==> src/design/lsc_pkg.sv <==
// Shared widths, register reset values and payload types of the line sensor centroid.
package lsc_pkg;

  localparam int NUM_SENSORS  = 8;
  localparam int SAMPLE_W     = 10;
  localparam int WEIGHT_W     = 8;
  localparam int FRAC_BITS    = 8;
  localparam int POS_W        = 16;

  localparam int SENSOR_IDX_W = $clog2(NUM_SENSORS);
  localparam int PROD_W       = SAMPLE_W + WEIGHT_W;
  localparam int SUM_W        = PROD_W + SENSOR_IDX_W;
  localparam int MAG_W        = SUM_W - 1;
  localparam int SUMV_W       = SAMPLE_W + SENSOR_IDX_W;
  localparam int QUOT_W       = WEIGHT_W + FRAC_BITS;
  localparam int NUM_W        = MAG_W + FRAC_BITS;
  localparam int EXT_W        = QUOT_W + POS_W;
  localparam int NUM_STAGES   = QUOT_W + 4;

  typedef logic [SAMPLE_W-1:0]        sample_t;
  typedef logic signed [WEIGHT_W-1:0] weight_t;

  localparam sample_t LIGHT_LEVEL = SAMPLE_W'(250);

  localparam logic [EXT_W-1:0] POS_MAX_MAG = EXT_W'(2 ** (POS_W - 1) - 1);
  localparam logic [EXT_W-1:0] POS_MIN_MAG = EXT_W'(2 ** (POS_W - 1));
  localparam logic signed [POS_W-1:0] POS_HI = POS_W'(2 ** (POS_W - 1) - 1);
  localparam logic signed [POS_W-1:0] POS_LO = POS_W'(2 ** (POS_W - 1));

  localparam weight_t WEIGHT_RESET [NUM_SENSORS] = '{
    -8'sd50, -8'sd35, -8'sd15, -8'sd5, 8'sd5, 8'sd15, 8'sd35, 8'sd50
  };

  typedef struct packed {
    sample_t sample_0;
    sample_t sample_1;
    sample_t sample_2;
    sample_t sample_3;
    sample_t sample_4;
    sample_t sample_5;
    sample_t sample_6;
    sample_t sample_7;
  } frame_t;

  typedef struct packed {
    logic signed [POS_W-1:0] position;
    logic                    no_signal;
    logic                    all_light;
  } result_t;

  typedef struct packed {
    logic signed [PROD_W-1:0] prod;
    sample_t                  inv;
    logic                     light;
  } lane_t;

  typedef struct packed {
    logic [SUMV_W-1:0] rem;
    logic [QUOT_W-1:0] bits;
    logic [QUOT_W-1:0] quot;
    logic [SUMV_W-1:0] divisor;
    logic              neg;
    logic              no_signal;
    logic              all_light;
  } div_t;

endpackage

==> src/design/lsc_lane.sv <==
// One sensor lane: inversion, weight multiply and light-level compare, registered.
module lsc_lane (
  input  logic             clk,
  input  logic             adv,
  input  lsc_pkg::sample_t sample,
  input  lsc_pkg::weight_t weight,
  output lsc_pkg::lane_t   lane
);
  import lsc_pkg::*;

  sample_t                  inv;
  logic signed [PROD_W-1:0] inv_s;
  logic signed [PROD_W-1:0] weight_s;
  logic signed [PROD_W-1:0] prod;

  assign inv      = ~sample;
  assign inv_s    = PROD_W'($signed({1'b0, inv}));
  assign weight_s = PROD_W'(weight);
  assign prod     = inv_s * weight_s;

  always_ff @(posedge clk) begin
    if (adv) begin
      lane.prod  <= prod;
      lane.inv   <= inv;
      lane.light <= (sample <= LIGHT_LEVEL);
    end
  end

endmodule

==> src/design/lsc_merge.sv <==
// Merge of the lane results: sums, crossing flag, then magnitude and divider setup.
module lsc_merge (
  input  logic           clk,
  input  logic           adv_sum,
  input  logic           adv_abs,
  input  lsc_pkg::lane_t lanes [lsc_pkg::NUM_SENSORS],
  output lsc_pkg::div_t  dout
);
  import lsc_pkg::*;

  logic signed [SUM_W-1:0] sum_w;
  logic signed [SUM_W-1:0] sum_w_next;
  logic [SUMV_W-1:0]       sum_v;
  logic [SUMV_W-1:0]       sum_v_next;
  logic                    light;
  logic                    light_next;
  logic [MAG_W-1:0]        mag;
  logic [NUM_W-1:0]        num;
  div_t                    dout_next;

  always_comb begin
    sum_w_next = '0;
    sum_v_next = '0;
    light_next = 1'b1;
    for (int i = 0; i < NUM_SENSORS; i++) begin
      sum_w_next = sum_w_next + SUM_W'($signed(lanes[i].prod));
      sum_v_next = sum_v_next + SUMV_W'(lanes[i].inv);
      light_next = light_next & lanes[i].light;
    end
  end

  always_ff @(posedge clk) begin
    if (adv_sum) begin
      sum_w <= sum_w_next;
      sum_v <= sum_v_next;
      light <= light_next;
    end
  end

  // quotient fits QUOT_W bits, so the bits above it start out as the remainder
  always_comb begin
    mag = sum_w[SUM_W-1] ? MAG_W'(-sum_w) : MAG_W'(sum_w);
    num = NUM_W'(mag) << FRAC_BITS;
    dout_next.rem       = SUMV_W'(num[NUM_W-1:QUOT_W]);
    dout_next.bits      = num[QUOT_W-1:0];
    dout_next.quot      = '0;
    dout_next.divisor   = sum_v;
    dout_next.neg       = sum_w[SUM_W-1];
    dout_next.no_signal = (sum_v == '0);
    dout_next.all_light = light;
  end

  always_ff @(posedge clk) begin
    if (adv_abs) begin
      dout <= dout_next;
    end
  end

endmodule

==> src/design/lsc_div_stage.sv <==
// One restoring-division stage: produces one quotient bit per cycle while adv is high.
module lsc_div_stage (
  input  logic          clk,
  input  logic          adv,
  input  lsc_pkg::div_t din,
  output lsc_pkg::div_t dout
);
  import lsc_pkg::*;

  logic [SUMV_W+1:0] partial;
  logic [SUMV_W+1:0] trial;
  logic              fits;
  div_t              dout_next;

  always_comb begin
    partial = (SUMV_W+2)'({din.rem, din.bits[QUOT_W-1]});
    trial   = partial - (SUMV_W+2)'(din.divisor);
    fits    = !trial[SUMV_W+1];
    dout_next           = din;
    dout_next.rem       = fits ? trial[SUMV_W-1:0] : partial[SUMV_W-1:0];
    dout_next.bits      = din.bits << 1;
    dout_next.quot      = {din.quot[QUOT_W-2:0], fits};
  end

  always_ff @(posedge clk) begin
    if (adv) begin
      dout <= dout_next;
    end
  end

endmodule

==> src/design/line_sensor_centroid.sv <==
// Top level of the line sensor centroid: weight registers, lanes, merge, divider, output.
//
// Takes one frame of eight 10-bit readings per cycle unless frame_stall is high, and
// returns its weighted centroid, no-signal and crossing flags. The divider is a pipeline
// of one restoring stage per quotient bit; eight multiplier lanes, two merge stages and an
// output register make up the rest. Each stage advances when it is empty or the stage
// after it moves, so bubbles close up while the output is stalled. Weights are written
// through the wr_en/wr_index/wr_data port and should only change while no frame is in
// flight.
module line_sensor_centroid (
  input  logic                                clk,
  input  logic                                rst,
  input  lsc_pkg::frame_t                     frame,
  input  logic                                frame_valid,
  output logic                                frame_stall,
  output lsc_pkg::result_t                    result,
  output logic                                result_valid,
  input  logic                                result_stall,
  input  logic                                wr_en,
  input  logic [lsc_pkg::SENSOR_IDX_W-1:0]    wr_index,
  input  logic [lsc_pkg::WEIGHT_W-1:0]        wr_data
);
  import lsc_pkg::*;

  localparam int ST_LANE = 0;
  localparam int ST_SUM  = 1;
  localparam int ST_ABS  = 2;
  localparam int ST_DIV  = 3;
  localparam int ST_OUT  = NUM_STAGES - 1;

  weight_t weights [NUM_SENSORS];
  sample_t samples [NUM_SENSORS];
  lane_t   lanes   [NUM_SENSORS];
  div_t    div_pipe [QUOT_W+1];

  logic [NUM_STAGES-1:0] vld;
  logic [NUM_STAGES-1:0] adv;

  logic [EXT_W-1:0]        quot_ext;
  logic signed [POS_W-1:0] quot_pos;
  result_t                 result_next;

  always_ff @(posedge clk) begin
    if (rst) begin
      weights <= WEIGHT_RESET;
    end else if (wr_en) begin
      weights[wr_index] <= weight_t'(wr_data);
    end
  end

  assign samples[0] = frame.sample_0;
  assign samples[1] = frame.sample_1;
  assign samples[2] = frame.sample_2;
  assign samples[3] = frame.sample_3;
  assign samples[4] = frame.sample_4;
  assign samples[5] = frame.sample_5;
  assign samples[6] = frame.sample_6;
  assign samples[7] = frame.sample_7;

  // flow control
  assign adv[ST_OUT] = !vld[ST_OUT] || !result_stall;
  for (genvar k = 0; k < ST_OUT; k++) begin : g_adv
    assign adv[k] = !vld[k] || adv[k+1];
  end

  always_ff @(posedge clk) begin
    if (rst) begin
      vld <= '0;
    end else begin
      if (adv[ST_LANE]) begin
        vld[ST_LANE] <= frame_valid;
      end
      for (int k = 1; k < NUM_STAGES; k++) begin
        if (adv[k]) begin
          vld[k] <= vld[k-1];
        end
      end
    end
  end

  assign frame_stall  = !adv[ST_LANE];
  assign result_valid = vld[ST_OUT];

  for (genvar i = 0; i < NUM_SENSORS; i++) begin : g_lane
    lsc_lane u_lane (
      .clk    (clk),
      .adv    (adv[ST_LANE]),
      .sample (samples[i]),
      .weight (weights[i]),
      .lane   (lanes[i])
    );
  end

  lsc_merge u_merge (
    .clk     (clk),
    .adv_sum (adv[ST_SUM]),
    .adv_abs (adv[ST_ABS]),
    .lanes   (lanes),
    .dout    (div_pipe[0])
  );

  for (genvar k = 0; k < QUOT_W; k++) begin : g_div
    lsc_div_stage u_div_stage (
      .clk  (clk),
      .adv  (adv[ST_DIV+k]),
      .din  (div_pipe[k]),
      .dout (div_pipe[k+1])
    );
  end

  // sign and saturation
  always_comb begin
    quot_ext  = EXT_W'(div_pipe[QUOT_W].quot);
    quot_pos  = POS_W'(div_pipe[QUOT_W].quot);
    result_next.no_signal = div_pipe[QUOT_W].no_signal;
    result_next.all_light = div_pipe[QUOT_W].all_light;
    if (div_pipe[QUOT_W].no_signal) begin
      result_next.position = '0;
    end else if (div_pipe[QUOT_W].neg) begin
      result_next.position = (quot_ext > POS_MIN_MAG) ? POS_LO : -quot_pos;
    end else begin
      result_next.position = (quot_ext > POS_MAX_MAG) ? POS_HI : quot_pos;
    end
  end

  always_ff @(posedge clk) begin
    if (adv[ST_OUT]) begin
      result <= result_next;
    end
  end

endmodule

==> config.mk <==
export PLATFORM = sky130hd
export DESIGN_NAME = line_sensor_centroid
export DESIGN_NICKNAME = d
export VERILOG_FILES = /design/src/design/lsc_pkg.sv /design/src/design/lsc_lane.sv /design/src/design/lsc_merge.sv /design/src/design/lsc_div_stage.sv /design/src/design/line_sensor_centroid.sv
export SDC_FILE = /design/constraint.sdc
export NUM_CORES = 2
export LEC_CHECK = 0
export BUFFER_PORTS_ARGS = -buffer_cell sky130_fd_sc_hd__buf_2
export CAP_MARGIN = 20
export CORE_MARGIN = 2
export CORE_UTILIZATION = 50
export DETAILED_ROUTE_END_ITERATION = 8
export PLACE_DENSITY = 0.72
export SLEW_MARGIN = 5
export SYNTH_ARGS = -nofsm -noshare
export SYNTH_HDL_FRONTEND = slang
export SYNTH_SLANG_ARGS = --single-unit
==> constraint.sdc <==
create_clock -name clk -period 16.4 [get_ports clk]
set_input_delay 3.28 -clock clk [delete_from_list [all_inputs] [get_ports clk]]
set_output_delay 3.28 -clock clk [all_outputs]
set_load 0.05 [all_outputs]
## Yosys cells after proc, flatten, opt, wreduce, memory -nomap -nowiden

Cells that the tools add are included.

- Bits in registers: 1007
- Bits of input ports: 96
- Logic and storage cells: 322
- Output and inout port bits: 20

- Order comparisons: 12
- Multiplexer cells: 22
- $add $sub $neg: 32
- Bitwise logic cells: 16
- Multiply operators: 8
- Reduce and logical (&&, ||, !) cells: 60

Operators with widths:

| operator | count |
|---|---|
| $sub A14 B13 Y15 | 15 |
| $mux W13 | 15 |
| $mul A11 B8 Y18 | 8 |
| $add A21 B18 Y21 | 5 |
| $le A10 B8 Y1 const B | 8 |
| $not A10 Y10 | 8 |
| $add A13 B10 Y13 | 6 |
| $bwmux W64 | 1 |
| $mux W16 | 3 |
| $logic_not A1 Y1 | 38 |
| $demux W8 S3 | 1 |
| $add A19 B18 Y20 | 1 |
| $logic_or A1 B1 Y1 | 20 |
| $mux W20 | 1 |
| $neg A20 Y20 | 1 |
| $add A18 B18 Y19 | 1 |
| $gt A16 B15 Y1 const B | 1 |
| $gt A16 B16 Y1 const B | 1 |
| $neg A16 Y16 | 1 |
| $sub A13 B13 Y14 | 1 |
| $logic_not A13 Y1 | 1 |
| $add A10 B10 Y11 | 1 |
| $mux W8 | 1 |
| $and A1 B1 Y1 | 7 |
| 4 further kinds | 4 |

## Logic depth before layout (Yosys ltp)

- Depth in word-level cells: 22
- Mapped depth: 26
- Mapped depth without buffers: 26

## Cells and area by module

A second synthesis with hierarchy kept.

- Cell total of the unflattened synthesis: 7297
- Area total of the unflattened synthesis: 85588.3 sq um

Modules (own cells, without submodules):

| module | instances | area each (sq um) | sequential area each (sq um) | cells an instance |
|---|---|---|---|---|
| lsc_div_stage | 16 | 2700.1 | 1801.7 | 195 |
| lsc_lane (g_lane[0].u_lane ...) | 4 | 3714.8 | 870.8 | 367 |
| lsc_merge | 1 | 8545.7 | 2132.0 | 774 |
| lsc_lane (g_lane[6].u_lane ...) | 2 | 3658.5 | 870.8 | 365 |
| line_sensor_centroid | 1 | 4332.9 | 2222.1 | 480 |
| lsc_lane (g_lane[5].u_lane) | 1 | 3688.5 | 870.8 | 366 |
| lsc_lane (g_lane[4].u_lane) | 1 | 3643.5 | 870.8 | 359 |

## Worst setup path before layout

Ideal clock, no wire load.

- Kind: in2out
- Start: input port result_stall
- End: output port frame_stall
- Required time: 13.120 ns
- Buffers on the path: 1
- Path slack: -0.383 ns
- Arrival: 13.503 ns
- Stages: 10
- Cells stage by stage: and3_1 > inv_1 > nor2_1 > and3_1 > buf_2 > inv_1 > nor3_1 > and2_1 > nand3_1 > inv_1

- Longest elaborated chain between the ends: 22

Ends and longest elaborated chain:

| element | RTL line | source |
|---|---|---|
| start: declaration | line_sensor_centroid.sv:18 | `input logic result_stall,` |
| $logic_not A1 Y1 | line_sensor_centroid.sv:61 | `assign adv[ST_OUT] = !vld[ST_OUT] \|\| !result_stall;` |
| $logic_or A1 B1 Y1 | line_sensor_centroid.sv:61 |  |
| $logic_or A1 B1 Y1 | line_sensor_centroid.sv:63 | `assign adv[k] = !vld[k] \|\| adv[k+1];` |
| net adv[18] | line_sensor_centroid.sv:37 | `logic [NUM_STAGES-1:0] adv;` |
| $logic_or A1 B1 Y1 (5 in a row) | line_sensor_centroid.sv:63 |  |
| net adv[13] | line_sensor_centroid.sv:37 |  |
| $logic_or A1 B1 Y1 (13 in a row) | line_sensor_centroid.sv:63 |  |
| $logic_not A1 Y1 | line_sensor_centroid.sv:81 | `assign frame_stall = !adv[ST_LANE];` |
| end: declaration | line_sensor_centroid.sv:15 | `output logic frame_stall,` |

The timed path passes the listed nets, and every way through them passes these cells.

## Worst setup path in the final report

Same ends and word-level chain as after synthesis.

==> impl_metrics.env <==
export IMPL_final_common_cell="inv_1"
export IMPL_syn_avg_cell_area_um2=11.3
export IMPL_wl_mm=151
export IMPL_viasPerCell=5.30
export IMPL_cp_arrival_ps=6600
export IMPL_core_area_um2=139000
export IMPL_route_met2_wl_mm=75.3
export IMPL_cts_root_buf="clkbuf_16"
export IMPL_outcome="finished, final reports clean"
export IMPL_final_seq_area_um2=29400
export IMPL_cts_clk_slew_worst_paths_ps=60
export IMPL_r2r_end="u_merge.sum_w[20]$_DFFE_PP_"
export IMPL_cts_resized=0
export IMPL_die_y_um=378
export IMPL_cts_tree="yes"
export IMPL_yosys_top_cells_area="edfxtp_1, fa_1, ha_1, inv_1, nor2b_1"
export IMPL_synth_top_cell_area_share=0.397
export IMPL_grtUsageTotal=0.216
export IMPL_drc_errors=0
export IMPL_synthMuxAreaShare=0.0253
export IMPL_drtIter0Drc=2900
export IMPL_nNetsFinal=7567
export IMPL_period_share=0.603
export IMPL_cp_startpoint="result_stall"
export IMPL_cts_htree_levels=3
export IMPL_synth_compound_area_frac=0.0734
export IMPL_crit_fanout=43
export IMPL_grt_overflow_total=0
export IMPL_setup_viol=0
export IMPL_dr_wl_met3_mm=8.50
export IMPL_drtPass1Iterations=6
export IMPL_tns_ps=0
export IMPL_synth_fp_nets=7437
export IMPL_post_cts_buffers=0
export IMPL_cts_buffers=102
export IMPL_fp_dieW_um=378
export IMPL_reg2reg_setup_slack_ps=9540
export IMPL_synth_fa_ha_area_frac=0.269
export IMPL_area_delta_synth_final_pct=9.26
export IMPL_reg2reg_from="g_lane[0].u_lane.lane[12]$_DFFE_PN_"
export IMPL_top_layer="met5"
export IMPL_fp_row_count=137
export IMPL_rsz0062_at_grt="false"
export IMPL_grt_start_max_net_pins=85
export IMPL_cp_required_ps=13120
export IMPL_start_util=0.502
export IMPL_max_slew_margin=0.217
export IMPL_die_area_um2=143000
export IMPL_synth_xor_area_frac=0.0369
export IMPL_fin_skew_ps=37.1
export IMPL_postRouteAntennaNets=0
export IMPL_nFillCells=11500
export IMPL_synth_seq_cells=1007
export IMPL_cts_hold_buffers=0
export IMPL_netlist_instances=6171
export IMPL_post_drt_wl_per_cell_um=18.2
export IMPL_path_class="in -> out"
export IMPL_grt_antenna_before_repair=14
export IMPL_synthesis_area_um2=69800
export IMPL_cap_violations=0
export IMPL_wl_met1_mm=59.3
export IMPL_multi_input_area_um2=35900
export IMPL_slew_violations=0
export IMPL_min_period_ps=9880
export IMPL_ys_seq_area_frac=0.421
export IMPL_start_kind="input port"
export IMPL_grt_pass1_vias=45400
export IMPL_placedCellCount=8071
export IMPL_gp_congestion=0.916
export IMPL_hold_violations=0
export IMPL_instances_no_fill=8274
export IMPL_synth_async_sr_flop_share=0
export IMPL_dr_total_vias=43800
export IMPL_port_buffers=115
export IMPL_synth_edf_count=923
export IMPL_yosys_area_top_type="edfxtp_1"
export IMPL_synth_top_family_by_area="adder cells"
export IMPL_hp_class="reg -> reg"
export IMPL_rr_worst_depth=26
export IMPL_io_pin_count=116
export IMPL_synth_top_flop_cell="edfxtp_1"
export IMPL_clk_latency_ps=720
export IMPL_drive_gt1_frac=0.0765
export IMPL_hold_worst_slack_ps=403
export IMPL_cts_sink_count=1007
export IMPL_end_kind="output port"
export IMPL_synth_warnings=0
export IMPL_dp_hpwl_mm=118
export IMPL_yosysUniqueCellTypes=76
export IMPL_worstSetupEndpoint="frame_stall"
export IMPL_grt_first_pass_wirelength_mm=241
export IMPL_tightest_slew_ps=1170
export IMPL_clockBufferDepth=3
export IMPL_fmaxAchievable_mhz=101
export IMPL_final_cell_mix="inv_1, edfxtp_1, ha_1"
export IMPL_yosys_area_share_simple=0.108
-- cell usage after synthesis (all sizes together), types with 48 or more instances --
library cell and number:
a21boi 48, a21o 67, a21oi 225, clkbuf 102
dfxtp 84, edfxtp 923, fa 552, ha 618
inv 1088, mux2 128, nand2 518, nor2 268
nor2b 435, nor3 69, o21ai 196, xnor2 194
xor2 100
-- flip-flops by register name (all words and copies together), names as in the netlist --
signal / count
u_merge.sum_v: 13
u_merge.sum_w: 21
g_div.u_div_stage.dout: 602
u_merge.light: 1
vld: 20
u_merge.dout: 36
g_lane.u_lane.lane: 232
result: 18
weights: 64
-- layer usage --
layer,vias up,global-route usage
met2,1121,0.380
met5,-,0
met1,21500,0.260
met4,2,0.100
li1,20900,-
met3,329,0.0346
-- cells by family (layout without fill, tap and decap cells) --
family                   Yosys count  count (layout)
AND/OR/NAND/NOR                 1529            1529
AO/OA/AOI/OAI                    803             803
XOR/XNOR                         294             294
other                              0               8
multiplexers                     158             158
buffers and inverters           1210            1429
adder cells (fa/ha/maj)         1170            1170
flip-flops                      1007            1007
-- through the flow --
step	util	worst slack [ps]	instance area, um2
detailed placement	0.521	6440	72500
CTS	0.548	6410	76200
floorplan	-	2760	69800
global route	0.548	6040	76200
global placement	0.521	6450	72500
finish	0.548	6520	76200
-- worst max-delay path, stage by stage --
cell and delay (ps):
buf_2 110, and3_1 260, inv_1 340, nor2_1 350
and3_1 370, inv_1 100, buf_4 320, nor3_1 380
and2_1 320, nand3_4 340, inv_1 130, buf_2 270
-- how the worst min path moves through the flow --
stage                                             startpoint                                  endpoint  slack, ps  cells after the start
global placement      g_div[1].u_div_stage.dout[0]$_DFFE_PP_    g_div[2].u_div_stage.dout[0]$_DFFE_PP_        400                      0
finish               g_div[7].u_div_stage.dout[17]$_DFFE_PP_   g_div[8].u_div_stage.dout[18]$_DFFE_PP_        400                      0
detailed placement   g_div[9].u_div_stage.dout[18]$_DFFE_PP_  g_div[10].u_div_stage.dout[19]$_DFFE_PP_        400                      0
global route        g_div[10].u_div_stage.dout[20]$_DFFE_PP_  g_div[11].u_div_stage.dout[21]$_DFFE_PP_        410                      0
floorplan                          u_merge.dout[0]$_DFFE_PP_    g_div[0].u_div_stage.dout[0]$_DFFE_PP_        400                      0
CTS                  g_div[9].u_div_stage.dout[20]$_DFFE_PP_  g_div[10].u_div_stage.dout[21]$_DFFE_PP_        400                      0
-- area by class of cell --
type,instances,share of cell area
Antenna cell,8,0.000263
Clock buffer,140,0.0377
Clock inverter,53,0.0107
Inverter,1088,0.0536
Multi-Input combinational cell,3954,0.470
Sequential cell,1007,0.386
Tap cell,1876,0.0308
Timing Repair Buffer,148,0.0112
Power is not shown: default switching activity piles up to over one toggle a cycle in this logic, so the estimate is an artifact.
